$ cat src/mmc3_pkg.sv
// Shared types, codes and helpers of the MMC3 bank mapper.
// No dependencies; imported by every module of the block.
package mmc3_pkg;

   localparam int PRG_OFS_BITS = 13;
   localparam int CHR_OFS_BITS = 10;
   localparam int MADDR_BITS   = 21;
   localparam int COUNT_BITS   = 9;
   localparam int BANK_BITS    = 8;

   localparam logic [2:0] REQ_CPU_WR  = 3'd0;
   localparam logic [2:0] REQ_CPU_RD  = 3'd1;
   localparam logic [2:0] REQ_PPU_RD  = 3'd2;
   localparam logic [2:0] REQ_PPU_WR  = 3'd3;
   localparam logic [2:0] REQ_PPU_ADR = 3'd4;
   localparam logic [2:0] REQ_TICK    = 3'd5;

   localparam logic [2:0] TGT_NONE    = 3'd0;
   localparam logic [2:0] TGT_PRG_ROM = 3'd1;
   localparam logic [2:0] TGT_CHR_ROM = 3'd2;
   localparam logic [2:0] TGT_CHR_RAM = 3'd3;
   localparam logic [2:0] TGT_NT_RAM  = 3'd4;

   localparam logic [1:0] MIR_FOUR = 2'd2;

   localparam logic [1:0] CSR_PRG_COUNT = 2'd0;
   localparam logic [1:0] CSR_CHR_COUNT = 2'd1;
   localparam logic [1:0] CSR_CHR_RAM   = 2'd2;
   localparam logic [1:0] CSR_FOUR_SCR  = 2'd3;

   typedef struct packed {
      logic [2:0]  req_type;
      logic [15:0] address;
      logic [7:0]  value;
   } req_item_type;

   typedef struct packed {
      logic irq_pulse;
      logic mirroring_changed;
   } event_type;

   typedef logic [7:0][BANK_BITS-1:0] bank_file_type;

   function automatic logic [COUNT_BITS-1:0] clamp_count(input logic [COUNT_BITS-1:0] c);
      logic [COUNT_BITS-1:0] r;
      if (c == '0) begin
         r = COUNT_BITS'(1);
      end else if (c[COUNT_BITS-1] && (c[COUNT_BITS-2:0] != '0)) begin
         r = COUNT_BITS'(256);
      end else begin
         r = c;
      end
      return r;
   endfunction

endpackage

$ cat src/mmc3_bank_mapper_irq.sv
// Top level of the MMC3 bank mapper with scanline IRQ counter.
// Depends on mmc3_pkg, mmc3_regs and mmc3_bank_rem.
//
//  channel | dir | handshake            | payload
//  req_    | in  | tvalid/tready        | tuser: req_type; tdata: address, value
//  rsp_    | out | tvalid/tready        | tuser: target; tdata: result fields
//  csr_    | in  | wr_en, no back-press | index, wdata
//
// An item without a bank lookup passes the exec and done states from accept to result.
// A PRG or CHR ROM read also passes the divide state, where the remainder unit takes one bank bit at a time.
// Reset is synchronous; no clearing pass is needed.
// A held result stalls the block only when the next item finishes first.
module mmc3_bank_mapper_irq (
   input  logic        clock,
   input  logic        reset,
   input  logic        req_tvalid,
   output logic        req_tready,
   input  logic [2:0]  req_tuser,   // [2:0] req_type
   input  logic [23:0] req_tdata,   // [15:0] address, [23:16] value
   output logic        rsp_tvalid,
   input  logic        rsp_tready,
   output logic [2:0]  rsp_tuser,   // [2:0] target
   output logic [31:0] rsp_tdata,   // [20:0] mem_address, [21] mem_write, [22] irq_pulse,
                                    // [23] irq_pending, [25:24] mirroring,
                                    // [26] mirroring_changed, [31:27] zero
   input  logic        csr_wr_en,
   input  logic [1:0]  csr_index,
   input  logic [8:0]  csr_wdata
);
   import mmc3_pkg::*;

   localparam logic [1:0] ST_IDLE = 2'd0;
   localparam logic [1:0] ST_EXEC = 2'd1;
   localparam logic [1:0] ST_DIV  = 2'd2;
   localparam logic [1:0] ST_DONE = 2'd3;

   logic [1:0]             state_ff, state_in;
   req_item_type           req_ff;
   logic [COUNT_BITS-1:0]  prg_cnt_ff, chr_cnt_ff;
   logic                   chr_ram_ff, four_ff;

   logic [2:0]             tgt_ff, tgt_in;
   logic [MADDR_BITS-1:0]  base_ff, base_in;
   logic                   mwr_ff, mwr_in;
   event_type              evt_ff;

   logic                   rsp_valid_ff;
   logic [2:0]             rsp_tgt_ff;
   logic [MADDR_BITS-1:0]  rsp_addr_ff;
   logic                   rsp_mwr_ff, rsp_pulse_ff, rsp_pend_ff, rsp_mchg_ff;
   logic [1:0]             rsp_mir_ff;

   logic                   commit;
   bank_file_type          banks;
   logic                   prg_swap, chr_invert, irq_raised;
   logic [1:0]             mirror;
   event_type              evt;

   logic                   div_start, div_busy;
   logic [BANK_BITS-1:0]   dividend, remainder;
   logic [COUNT_BITS-1:0]  divisor, prg_cnt, chr_cnt;
   logic [BANK_BITS-1:0]   second_last, last_bank, prg_bank, chr_bank, chr_reg;
   logic [2:0]             chr_slot, chr_idx;
   logic                   out_free;
   logic [MADDR_BITS-1:0]  final_addr;

   always_ff @(posedge clock) begin
      if (reset) begin
         prg_cnt_ff <= COUNT_BITS'(16);
         chr_cnt_ff <= COUNT_BITS'(128);
         chr_ram_ff <= 1'b0;
         four_ff    <= 1'b0;
      end else if (csr_wr_en) begin
         unique case (csr_index)
            CSR_PRG_COUNT: prg_cnt_ff <= csr_wdata;
            CSR_CHR_COUNT: chr_cnt_ff <= csr_wdata;
            CSR_CHR_RAM:   chr_ram_ff <= csr_wdata[0];
            CSR_FOUR_SCR:  four_ff    <= csr_wdata[0];
            default: begin
            end
         endcase
      end
   end

   assign req_tready = (state_ff == ST_IDLE);
   assign commit     = (state_ff == ST_EXEC);
   assign out_free   = !rsp_valid_ff || rsp_tready;

   mmc3_regs u_regs (
      .clock      (clock),
      .reset      (reset),
      .commit     (commit),
      .req        (req_ff),
      .four_screen(four_ff),
      .banks      (banks),
      .prg_swap   (prg_swap),
      .chr_invert (chr_invert),
      .mirror     (mirror),
      .irq_raised (irq_raised),
      .evt        (evt)
   );

   // bank lookup for the captured request
   always_comb begin
      prg_cnt     = clamp_count(prg_cnt_ff);
      chr_cnt     = clamp_count(chr_cnt_ff);
      second_last = (prg_cnt >= COUNT_BITS'(2)) ? BANK_BITS'(prg_cnt - COUNT_BITS'(2)) : '0;
      last_bank   = BANK_BITS'(prg_cnt - COUNT_BITS'(1));
      case (req_ff.address[14:13])
         2'd0:    prg_bank = prg_swap ? second_last : banks[6];
         2'd1:    prg_bank = banks[7];
         2'd2:    prg_bank = prg_swap ? banks[6] : second_last;
         default: prg_bank = last_bank;
      endcase
      chr_slot = req_ff.address[12:10] ^ {chr_invert, 2'b00};
      chr_idx  = chr_slot[2] ? chr_slot - 3'd2 : {2'b00, chr_slot[1]};
      chr_reg  = banks[chr_idx];
      if (chr_slot[2]) begin
         chr_bank = chr_reg;
      end else if (chr_slot[0]) begin
         chr_bank = chr_reg | 8'h01;
      end else begin
         chr_bank = chr_reg & 8'hfe;
      end
   end

   // classify the request
   always_comb begin
      tgt_in    = TGT_NONE;
      base_in   = '0;
      mwr_in    = 1'b0;
      div_start = 1'b0;
      dividend  = prg_bank;
      divisor   = prg_cnt;
      case (req_ff.req_type) inside
         REQ_CPU_RD: begin
            if (req_ff.address[15]) begin
               tgt_in    = TGT_PRG_ROM;
               base_in   = MADDR_BITS'(req_ff.address[PRG_OFS_BITS-1:0]);
               div_start = commit;
            end
         end
         REQ_PPU_RD, REQ_PPU_WR: begin
            if (req_ff.address[15:13] == 3'd0) begin
               if (chr_ram_ff) begin
                  tgt_in  = TGT_CHR_RAM;
                  base_in = MADDR_BITS'(req_ff.address);
                  mwr_in  = (req_ff.req_type == REQ_PPU_WR);
               end else if (req_ff.req_type == REQ_PPU_RD) begin
                  tgt_in    = TGT_CHR_ROM;
                  base_in   = MADDR_BITS'(req_ff.address[CHR_OFS_BITS-1:0]);
                  dividend  = chr_bank;
                  divisor   = chr_cnt;
                  div_start = commit;
               end
            end else if (req_ff.address[15:12] == 4'd2) begin
               tgt_in  = TGT_NT_RAM;
               base_in = MADDR_BITS'(req_ff.address[11:0]);
               mwr_in  = (req_ff.req_type == REQ_PPU_WR);
            end
         end
         default: begin
         end
      endcase
   end

   mmc3_bank_rem u_rem (
      .clock    (clock),
      .reset    (reset),
      .start    (div_start),
      .dividend (dividend),
      .divisor  (divisor),
      .busy     (div_busy),
      .remainder(remainder)
   );

   always_comb begin
      state_in = state_ff;
      unique case (state_ff)
         ST_IDLE: if (req_tvalid) state_in = ST_EXEC;
         ST_EXEC: state_in = div_start ? ST_DIV : ST_DONE;
         ST_DIV:  if (!div_busy) state_in = ST_DONE;
         ST_DONE: if (out_free) state_in = ST_IDLE;
         default: state_in = ST_IDLE;
      endcase
   end

   always_comb begin
      case (tgt_ff)
         TGT_PRG_ROM: final_addr = {remainder, base_ff[PRG_OFS_BITS-1:0]};
         TGT_CHR_ROM: final_addr = MADDR_BITS'({remainder, base_ff[CHR_OFS_BITS-1:0]});
         default:     final_addr = base_ff;
      endcase
   end

   always_ff @(posedge clock) begin
      if (reset) begin
         state_ff     <= ST_IDLE;
         rsp_valid_ff <= 1'b0;
      end else begin
         state_ff <= state_in;
         if ((state_ff == ST_DONE) && out_free) begin
            rsp_valid_ff <= 1'b1;
         end else if (rsp_tready) begin
            rsp_valid_ff <= 1'b0;
         end
      end
   end

   always_ff @(posedge clock) begin
      if (req_tvalid && req_tready) begin
         req_ff.req_type <= req_tuser;
         req_ff.address  <= req_tdata[15:0];
         req_ff.value    <= req_tdata[23:16];
      end
      if (commit) begin
         tgt_ff  <= tgt_in;
         base_ff <= base_in;
         mwr_ff  <= mwr_in;
         evt_ff  <= evt;
      end
      if ((state_ff == ST_DONE) && out_free) begin
         rsp_tgt_ff   <= tgt_ff;
         rsp_addr_ff  <= final_addr;
         rsp_mwr_ff   <= mwr_ff;
         rsp_pulse_ff <= evt_ff.irq_pulse;
         rsp_pend_ff  <= irq_raised;
         rsp_mir_ff   <= mirror;
         rsp_mchg_ff  <= evt_ff.mirroring_changed;
      end
   end

   assign rsp_tvalid = rsp_valid_ff;
   assign rsp_tuser  = rsp_tgt_ff;
   assign rsp_tdata  = {5'b0, rsp_mchg_ff, rsp_mir_ff, rsp_pend_ff, rsp_pulse_ff,
                        rsp_mwr_ff, rsp_addr_ff};

   a_load_from_done: assert property (@(posedge clock) disable iff (reset)
      $rose(rsp_valid_ff) |-> $past(state_ff) == ST_DONE)
      else $error("result loaded outside done state");

   a_div_in_div_state: assert property (@(posedge clock) disable iff (reset)
      div_busy |-> state_ff == ST_DIV)
      else $error("remainder unit busy outside divide state");

   a_pulse_pending: assert property (@(posedge clock) disable iff (reset)
      (rsp_valid_ff && rsp_pulse_ff) |-> rsp_pend_ff)
      else $error("irq pulse without pending flag");

   a_write_target: assert property (@(posedge clock) disable iff (reset)
      (rsp_valid_ff && rsp_mwr_ff) |-> (rsp_tgt_ff == TGT_CHR_RAM || rsp_tgt_ff == TGT_NT_RAM))
      else $error("write beat to read-only target");

endmodule

$ cat src/mmc3_bank_rem.sv
// Iterative remainder unit: bank number modulo bank count, one bit a cycle.
// Depends on mmc3_pkg.
module mmc3_bank_rem (
   input  logic                              clock,
   input  logic                              reset,
   input  logic                              start,
   input  logic [mmc3_pkg::BANK_BITS-1:0]    dividend,
   input  logic [mmc3_pkg::COUNT_BITS-1:0]   divisor,
   output logic                              busy,
   output logic [mmc3_pkg::BANK_BITS-1:0]    remainder
);
   import mmc3_pkg::*;

   localparam int CNT_BITS = $clog2(BANK_BITS);

   logic                   busy_ff, busy_in;
   logic [CNT_BITS-1:0]    cnt_ff, cnt_in;
   logic [BANK_BITS-1:0]   rem_ff, rem_in;
   logic [BANK_BITS-1:0]   dvd_ff, dvd_in;
   logic [COUNT_BITS-1:0]  div_ff, div_in;
   logic [COUNT_BITS-1:0]  trial;

   always_comb begin
      busy_in = busy_ff;
      cnt_in  = cnt_ff;
      rem_in  = rem_ff;
      dvd_in  = dvd_ff;
      div_in  = div_ff;
      trial   = {rem_ff, dvd_ff[BANK_BITS-1]};
      if (start) begin
         busy_in = 1'b1;
         cnt_in  = '0;
         rem_in  = '0;
         dvd_in  = dividend;
         div_in  = divisor;
      end else if (busy_ff) begin
         if (trial >= div_ff) begin
            rem_in = BANK_BITS'(trial - div_ff);
         end else begin
            rem_in = trial[BANK_BITS-1:0];
         end
         dvd_in = {dvd_ff[BANK_BITS-2:0], 1'b0};
         cnt_in = cnt_ff + CNT_BITS'(1);
         if (cnt_ff == CNT_BITS'(BANK_BITS - 1)) begin
            busy_in = 1'b0;
         end
      end
   end

   always_ff @(posedge clock) begin
      if (reset) begin
         busy_ff <= 1'b0;
         cnt_ff  <= '0;
      end else begin
         busy_ff <= busy_in;
         cnt_ff  <= cnt_in;
      end
   end

   always_ff @(posedge clock) begin
      rem_ff <= rem_in;
      dvd_ff <= dvd_in;
      div_ff <= div_in;
   end

   assign busy      = busy_ff;
   assign remainder = rem_ff;

endmodule

$ cat src/mmc3_regs.sv
// Mapper register file: bank registers, modes and the scanline IRQ counter.
// Depends on mmc3_pkg.
module mmc3_regs (
   input  logic                       clock,
   input  logic                       reset,
   input  logic                       commit,
   input  mmc3_pkg::req_item_type     req,
   input  logic                       four_screen,
   output mmc3_pkg::bank_file_type    banks,
   output logic                       prg_swap,
   output logic                       chr_invert,
   output logic [1:0]                 mirror,
   output logic                       irq_raised,
   output mmc3_pkg::event_type        evt
);
   import mmc3_pkg::*;

   bank_file_type banks_ff, banks_in;
   logic [2:0]    sel_ff, sel_in;
   logic          prg_ff, prg_in;
   logic          chr_ff, chr_in;
   logic [1:0]    mir_ff, mir_in;
   logic [7:0]    latch_ff, latch_in;
   logic [7:0]    count_ff, count_in;
   logic          reload_ff, reload_in;
   logic          en_ff, en_in;
   logic          raised_ff, raised_in;
   logic          a12_ff, a12_in;
   logic          step;
   logic          odd;

   always_comb begin
      banks_in  = banks_ff;
      sel_in    = sel_ff;
      prg_in    = prg_ff;
      chr_in    = chr_ff;
      mir_in    = mir_ff;
      latch_in  = latch_ff;
      count_in  = count_ff;
      reload_in = reload_ff;
      en_in     = en_ff;
      raised_in = raised_ff;
      a12_in    = a12_ff;
      evt       = '0;
      step      = 1'b0;
      odd       = req.address[0];
      unique case (req.req_type)
         REQ_CPU_WR: begin
            if (req.address[15]) begin
               unique case (req.address[14:13])
                  2'd0: begin
                     if (!odd) begin
                        sel_in = req.value[2:0];
                        prg_in = req.value[6];
                        chr_in = req.value[7];
                     end else begin
                        banks_in[sel_ff] = req.value;
                     end
                  end
                  2'd1: begin
                     if (!odd) begin
                        mir_in = four_screen ? MIR_FOUR : {1'b0, req.value[0]};
                        evt.mirroring_changed = 1'b1;
                     end
                  end
                  2'd2: begin
                     if (!odd) begin
                        latch_in = req.value;
                     end else begin
                        count_in  = '0;
                        reload_in = 1'b1;
                     end
                  end
                  default: begin
                     if (!odd) begin
                        en_in     = 1'b0;
                        raised_in = 1'b0;
                     end else begin
                        en_in = 1'b1;
                     end
                  end
               endcase
            end
         end
         REQ_PPU_ADR: begin
            step   = !a12_ff && req.address[12];
            a12_in = req.address[12];
         end
         REQ_TICK: begin
            if (raised_ff) begin
               evt.irq_pulse = 1'b1;
            end else begin
               step = 1'b1;
            end
         end
         default: begin
         end
      endcase
      if (step) begin
         count_in = ((count_ff == '0) || reload_ff) ? latch_ff : count_ff - 8'd1;
         if ((count_in == '0) && en_ff) begin
            raised_in = 1'b1;
         end
         reload_in = 1'b0;
      end
   end

   always_ff @(posedge clock) begin
      if (reset) begin
         banks_ff  <= '0;
         sel_ff    <= '0;
         prg_ff    <= 1'b0;
         chr_ff    <= 1'b0;
         mir_ff    <= '0;
         latch_ff  <= '0;
         count_ff  <= '0;
         reload_ff <= 1'b0;
         en_ff     <= 1'b0;
         raised_ff <= 1'b0;
         a12_ff    <= 1'b0;
      end else if (commit) begin
         banks_ff  <= banks_in;
         sel_ff    <= sel_in;
         prg_ff    <= prg_in;
         chr_ff    <= chr_in;
         mir_ff    <= mir_in;
         latch_ff  <= latch_in;
         count_ff  <= count_in;
         reload_ff <= reload_in;
         en_ff     <= en_in;
         raised_ff <= raised_in;
         a12_ff    <= a12_in;
      end
   end

   assign banks      = banks_ff;
   assign prg_swap   = prg_ff;
   assign chr_invert = chr_ff;
   assign mirror     = mir_ff;
   assign irq_raised = raised_ff;

endmodule
$ cat config.mk
export PLATFORM = sky130hd
export DESIGN_NAME = mmc3_bank_mapper_irq
export DESIGN_NICKNAME = d
export VERILOG_FILES = /design/src/mmc3_pkg.sv /design/src/mmc3_bank_mapper_irq.sv /design/src/mmc3_bank_rem.sv /design/src/mmc3_regs.sv
export SDC_FILE = /design/constraint.sdc
export NUM_CORES = 1
export LEC_CHECK = 0
export BUFFER_PORTS_ARGS = -buffer_cell sky130_fd_sc_hd__buf_2
export CAP_MARGIN = 20
export CELL_PAD_IN_SITES_DETAIL_PLACEMENT = 0
export CELL_PAD_IN_SITES_GLOBAL_PLACEMENT = 1
export CORE_MARGIN = 3
export CORE_UTILIZATION = 34
export DETAILED_ROUTE_END_ITERATION = 6
export PLACE_DENSITY = 0.59
export SKIP_CTS_REPAIR_TIMING = 1
export SYNTH_ARGS = -nofsm -noshare
export SYNTH_HDL_FRONTEND = slang
export SYNTH_SLANG_ARGS = --single-unit
$ cat constraint.sdc
create_clock -name clock -period 3.6 [get_ports clock]
set_input_delay 0.36 -clock clock [delete_from_list [all_inputs] [get_ports clock]]
set_output_delay 0.36 -clock clock [all_outputs]
set_load 0.01 [all_outputs]
==> Word-level counts from Yosys, hierarchy flattened <==
Cells that the tools add are included.
{ "totals": {"output_inout_bits": 37, "in_bits": 43, "register_bits": 227} }
{ "op_classes": {"reduce_logical": 45, "add_sub_neg": 6, "bitwise_logic": 4, "order_cmp": 5, "n_mux": 86, "eq_ne": 20} }
{ "ops": {"columns": ["operator", "n"], "rows": [
  ["$mux 8", 19],
  ["$mux 9", 9],
  ["$bwmux 64", 1],
  ["$mux 21", 3],
  ["$pmux 21 s2", 1],
  ["$mux 1", 33],
  ["$reduce_and 5->1", 5],
  ["$bmux 8 s3", 1],
  ["$demux 8 s3", 1],
  ["$pmux 8 s3", 1],
  ["$logic_not 9->1", 2],
  ["$logic_not 8->1", 2],
  ["$mux 16", 1],
  ["$reduce_bool 8->1", 2],
  ["$sub 8x1->8 const B", 2],
  ["$mux 3", 5],
  ["$mux 13", 1],
  ["$mux 12", 1],
  ["$mux 2", 6],
  ["$reduce_bool 2->1", 6],
  ["$eq 2x2->1 const B", 5],
  ["$mux 10", 1],
  ["$reduce_and 2->1", 5],
  ["$eq 3x2->1 const B", 3],
  ["26 further kinds", 50]
]} }

==> Logic depth before layout (Yosys ltp) <==
{ "logic_depth": {"word_depth": 14, "ltp_mapped": 11} }

==> Modules after synthesis <==
From an unflattened synthesis, not the netlist that was laid out.
{ "unflattened": {"cells_unflattened": 982, "area_unflattened_um2": 10433.8} }
{ "modules_own_cells": {"columns": ["module", "n_inst", "area_per_inst_um2", "cells_per_inst"], "rows": [
  ["mmc3_bank_mapper_irq", 1, 5012.3, 434],
  ["mmc3_regs", 1, 3778.6, 392],
  ["mmc3_bank_rem", 1, 1642.8, 156]
]} }

==> Worst setup path before layout <==
Ideal clock, no wire load.
{ "synth_timing": {"kind": "register -> register", "start": "reg prg_cnt_ff[8]", "end": "reg u_rem.dvd_ff[3] (data pin)", "setup_slack_ns": 0.451, "path_stages_with_launch": 10, "period_less_slack_ns": 3.149, "arrival_ns": 2.894, "path_cell_list": "dfxtp_1 > clkbuf_1 > clkbuf_1 > nand2b_1 > ha_1 > or3b_4 > or4_4 > o31a_1 > a221o_1 > o21a_1"} }
{ "synth_between": {"elab_chain_len": 13} }
{ "synth_lines": {"columns": ["element", "line_no", "text"], "rows": [
  ["from (decl)", "mmc3_bank_mapper_irq.sv:39", "logic [COUNT_BITS-1:0] prg_cnt_ff, chr_cnt_ff;"],
  ["from (signal assigned)", "mmc3_bank_mapper_irq.sv:75", "CSR_PRG_COUNT: prg_cnt_ff <= csr_wdata;"],
  ["parallel branches: the longest is 2 deep, another holds $logic_not 9->1", null, null],
  ["$mux 9 (*)", "mmc3_pkg.sv:46", "if (c == '0) begin"],
  ["$sub 8x2->8 or $ge 9x2->1 (tied branches)", "mmc3_bank_mapper_irq.sv:107", "second_last = (prg_cnt >= COUNT_BITS'(2)) ? BANK_BITS'(prg_cnt - COUNT_BITS'(2)) : '0;"],
  ["$mux 8", "mmc3_bank_mapper_irq.sv:107", null],
  ["$mux 8 (on tied branches)", "mmc3_bank_mapper_irq.sv:112, mmc3_bank_mapper_irq.sv:110", null],
  ["$pmux 8 s3 (*)", "mmc3_bank_mapper_irq.sv:109", "case (req_ff.address[14:13])"],
  ["$mux 8", "mmc3_bank_mapper_irq.sv:149", "end else if (req_ff.req_type == REQ_PPU_RD) begin"],
  ["$mux 8", "mmc3_bank_mapper_irq.sv:145", "if (chr_ram_ff) begin"],
  ["$mux 8", "mmc3_bank_mapper_irq.sv:144", "if (req_ff.address[15:13] == 3'd0) begin"],
  ["$mux 8", "mmc3_bank_mapper_irq.sv:135", "case (req_ff.req_type) inside"],
  ["$mux 8 (*)", "mmc3_bank_mapper_irq.sv:135", null],
  ["$mux 8 (*)", "mmc3_bank_rem.sv:30", "if (start) begin"],
  ["net u_rem.dvd_in[3]", "mmc3_bank_rem.sv:19", "logic [BANK_BITS-1:0] dvd_ff, dvd_in;"],
  ["to (signal assigned)", "mmc3_bank_rem.sv:62", "dvd_ff <= dvd_in;"],
  ["to (decl)", "mmc3_bank_rem.sv:19", null]
]} }
Mark *: on every way through the listed nets, which the timed path passes.
A chain may end at the register's enable or synchronous reset.

==> Worst setup path in the final report <==
Same ends and word-level chain as after synthesis.

==> impl_metrics.py <==
metrics = {
    "cts": {
        "cts-htree-levels": 1,
        "clockBufferDepth": 3,
        "cts.reportedPaths.clkPinSlew_ns": 0.06,
        "tritoncts": "built",
        "insertion_delay_ns": 0.53,
        "number_of_clock_buffers_inserted_by_tritoncts": 27,
        "cts.sink_count": 220,
        "clockRootBuffer": "clkbuf_16",
    },
    "sta": {
        "fmaxAchievable_ghz": 0.327,
        "report.final.hold_viol_count": 0,
        "setup_repair_after_global_routing_missed_its_margin": "false",
        "slew_violations": 0,
        "timing.max_slew.rel_slack_pct": 33.1,
        "finalSetupViolations": 0,
        "minimum_period_implied_by_the_final_worst_setup_slack_ns": 3.06,
        "finalClockSkew_ns": 0.0169,
        "final.period_utilization_pct": 85.0,
        "tightest_slew_ns": 1.00,
        "whs_ns": 0.0121,
        "totalNegativeSetupSlack_ns": 0,
    },
    "floorplan": {
        "start_util_pct": 34.8,
        "die_height_um": 178,
        "fp.dieArea_mm2": 0.0317,
        "die_x_um": 178,
        "core.rowCount": 62,
        "floorplan.io_pins": 80,
        "design.core.area_mm2": 0.0289,
    },
    "placement": {
        "dp.final_hpwl_um": 16500,
        "placedCellCount": 1378,
        "portBuffers": 74,
        "globalplace.congestion": 0.803,
    },
    "hold_path": {
        "hold_path_class": "in -> reg",
    },
    "route": {
        "antenna_left": 0,
        "detailroute.via_count": 7107,
        "routed_wl_per_cell_um": 16.9,
        "detailed_route_vias_per_instance": 4.94,
        "dr.first_iter.drc_count": 446,
        "drcViolationCount": 0,
        "drt-total-wl_um": 24200,
        "firstDrtPassIters": 7,
    },
    "setup_path": {
        "critPathMaxFanout": 9,
        "crit_buf_inv": 0,
        "critPathLaunchType": "register",
        "crit_path_top_delay_cell": "dfxtp_1",
        "cpLargestDelayFamily": "simple AND/OR/NAND/NOR gates",
        "worstPathCellList": "nand2b_1 > ha_1 > or3b_4 > or4_4 > o31a_1 > a221o_1 > o21a_1",
        "critPathRequiredTime_ns": 3.88,
        "path_class": "reg -> reg",
        "worst_ep_arrival_time_ns": 3.34,
        "critPathMaxStageDelay_ns": 0.48,
        "critical_path.endpoint_type": "register",
    },
    "synth": {
        "syn_inst": 962,
        "syn-cell-area_mm2": 0.0101,
        "library_cell_with_the_highest_instance_count_after_synthesis": "nor2_1",
        "synth_largest_area_cell": "edfxtp_1",
        "seq_area_frac_synth_pct": 53.3,
        "postSynthRegisterBits": 220,
        "post_synth_num_cell_types": 75,
        "synth.yosys.warnings": 0,
        "ys_top_cells_by_area": "edfxtp_1, dfxtp_1, mux2i_1",
        "synth-edff-count": 96,
        "asyncSetResetFlopFracSynth_pct": 0,
        "synth_largest_type_area_fraction_pct": 28.6,
        "yosys-top-cells-count": "nor2_1, dfxtp_1, mux2i_1",
        "postSynth.topFlopCell": "dfxtp_1",
        "avg_cell_area_syn_um2": 10.5,
    },
    "global_route": {
        "met2_usage_pct": 24.3,
        "grt_first_pass_wirelength_um": 38400,
        "grt_antenna_before_repair": 0,
        "gr-max-usage-layer": "met2",
        "grt.met1_usage_pct": 21.6,
        "groute.usage.overall_pct": 15.1,
        "grt_max_degree": 92,
        "overflow": 0,
        "number_of_global_route_vias_before_repair": 6874,
        "met3_usage_pct": 2.11,
    },
    "layout": {
        "instances_no_fill": 1438,
        "layout-drive-gt1-share_pct": 14.9,
        "syn_to_final_growth_pct": 17.4,
        "antenna_cells": 0,
        "layout.nets": 1098,
    },
    "pwr": {
        "leakage_nw": 4.28,
        "ir_drop_mv": 0.413,
        "power.share.clock_pct": 37.6,
        "p_int_w": 0.00515,
        "flop_pwr_share_pct": 44.9,
        "total_power_w": 0.00728,
        "switching_share_pct": 29.2,
        "pwr_density_cell_mw_per_mm2": 615,
        "p_comb_share_pct": 17.5,
        "switchingPower_w": 0.00213,
    },
    "flow_run": {
        "cap_viol_max_count": 0,
    },
    "outcome": {
        "outcome": "finished, final reports clean",
    },
}
==> cell type report <==
class | instances | area, um^2
clock buffer | 36 | 749
sequential | 220 | 5370
tap | 384 | 480
fill | 2846 | 17100
multi-input combinational | 654 | 4350
timing repair buffer | 103 | 618
clock inverter | 13 | 156
inverter | 28 | 105
==> worst paths after layout <==
check / startpoint / end / slack (ns) / cells past startpoint
setup / recovery: prg_cnt_ff[8] / u_rem.dvd_ff[3] / 0.54 / 7
hold / removal: req_tuser[0] / req_ff[24] / 0.01 / 1
setup reg to reg: prg_cnt_ff[8] / u_rem.dvd_ff[3] / 0.54 / 7
hold reg to reg: base_ff[6] / rsp_addr_ff[6] / 0.42 / 0
==> cells in the final DEF, fill, tap and decap left out, types with 4 or more instances in the layout <==
cell type	count
a211oi_1	9
o211ai_1	9
nand4_1	4
ha_1	20
a221oi_1	4
o22ai_1	8
inv_1	27
a221o_1	4
mux2_2	4
dlygate4sd3_1	11
clkbuf_8	4
buf_4	19
nor3b_1	8
and2_1	5
a31oi_1	7
o21ai_0	37
nor2_1	143
clkbuf_1	5
mux2i_1	108
a21oi_1	46
dfxtp_1	124
o31a_1	4
nand3b_1	10
edfxtp_1	96
buf_2	73
nor3_1	16
xnor2_1	9
nand2_1	50
conb_1	8
and3_1	6
o21a_1	5
nor2b_1	26
nor4_1	5
clkbuf_16	27
nand3_1	8
nand2b_1	20
==> state kept, by name (all words and copies together), names as in the netlist, 3 cells and up <==
| name | flops |
|---|---|
| u_regs.banks | 62 |
| req_ff | 27 |
| rsp_addr_ff | 21 |
| base_ff | 16 |
| chr_cnt_ff | 9 |
| prg_cnt_ff | 9 |
| u_rem.div_ff | 9 |
| u_regs.count_ff | 8 |
| u_regs.latch_ff | 8 |
| u_rem.dvd_ff | 8 |
| u_rem.remainder | 8 |
| rsp_tuser | 3 |
| tgt_ff | 3 |
| u_regs.sel_ff | 3 |
| u_rem.cnt_ff | 3 |
==> logic make-up after synthesis <==
logic type / share of synthesized area, %
AO/OA/AOI/OAI: 10.8
XOR/XNOR: 1.13
adder cells (fa/ha/maj): 2.68
buffers and inverters: 4.01
flip-flops: 53.3
multiplexers: 11.6
other: 0.0372
AND/OR/NAND/NOR: 16.4
==> metal layers <==
metal	routed length, um	vias up
li1	-	3575
met1	11900	3395
met2	11100	106
met3	766	31
met4	464	0
met5	0	-
==> worst register-to-register path: cells and delay by family (launching register included) <==
kind	cells	cell delay, ns
AND/OR/NAND/NOR	3	1.11
AO/OA/AOI/OAI	3	0.90
flip-flops	1	0.48
adder cells (fa/ha/maj)	1	0.33
==> metrics by stage <==
stage	cell area (um^2)	setup WS, ns	util [%]
floorplan	10100	0.451	-
global placement	10800	0.646	37.4
detailed placement	10800	0.587	37.4
CTS	11700	0.565	40.5
global route	11800	0.352	40.9
finish	11800	0.542	40.9
==> power by group through the flow <==
stage | combinational [W] | sequential (W) | clock, W
after floorplan | 0.000991 | 0.00314 | 0
after global routing | 0.00142 | 0.00331 | 0.00291
after CTS | 0.00128 | 0.00327 | 0.00282
after detailed placement | 0.00127 | 0.00333 | 0
final | 0.00127 | 0.00327 | 0.00274
after global placement | 0.00128 | 0.00332 | 0
Power figures use the tool's default switching activity.
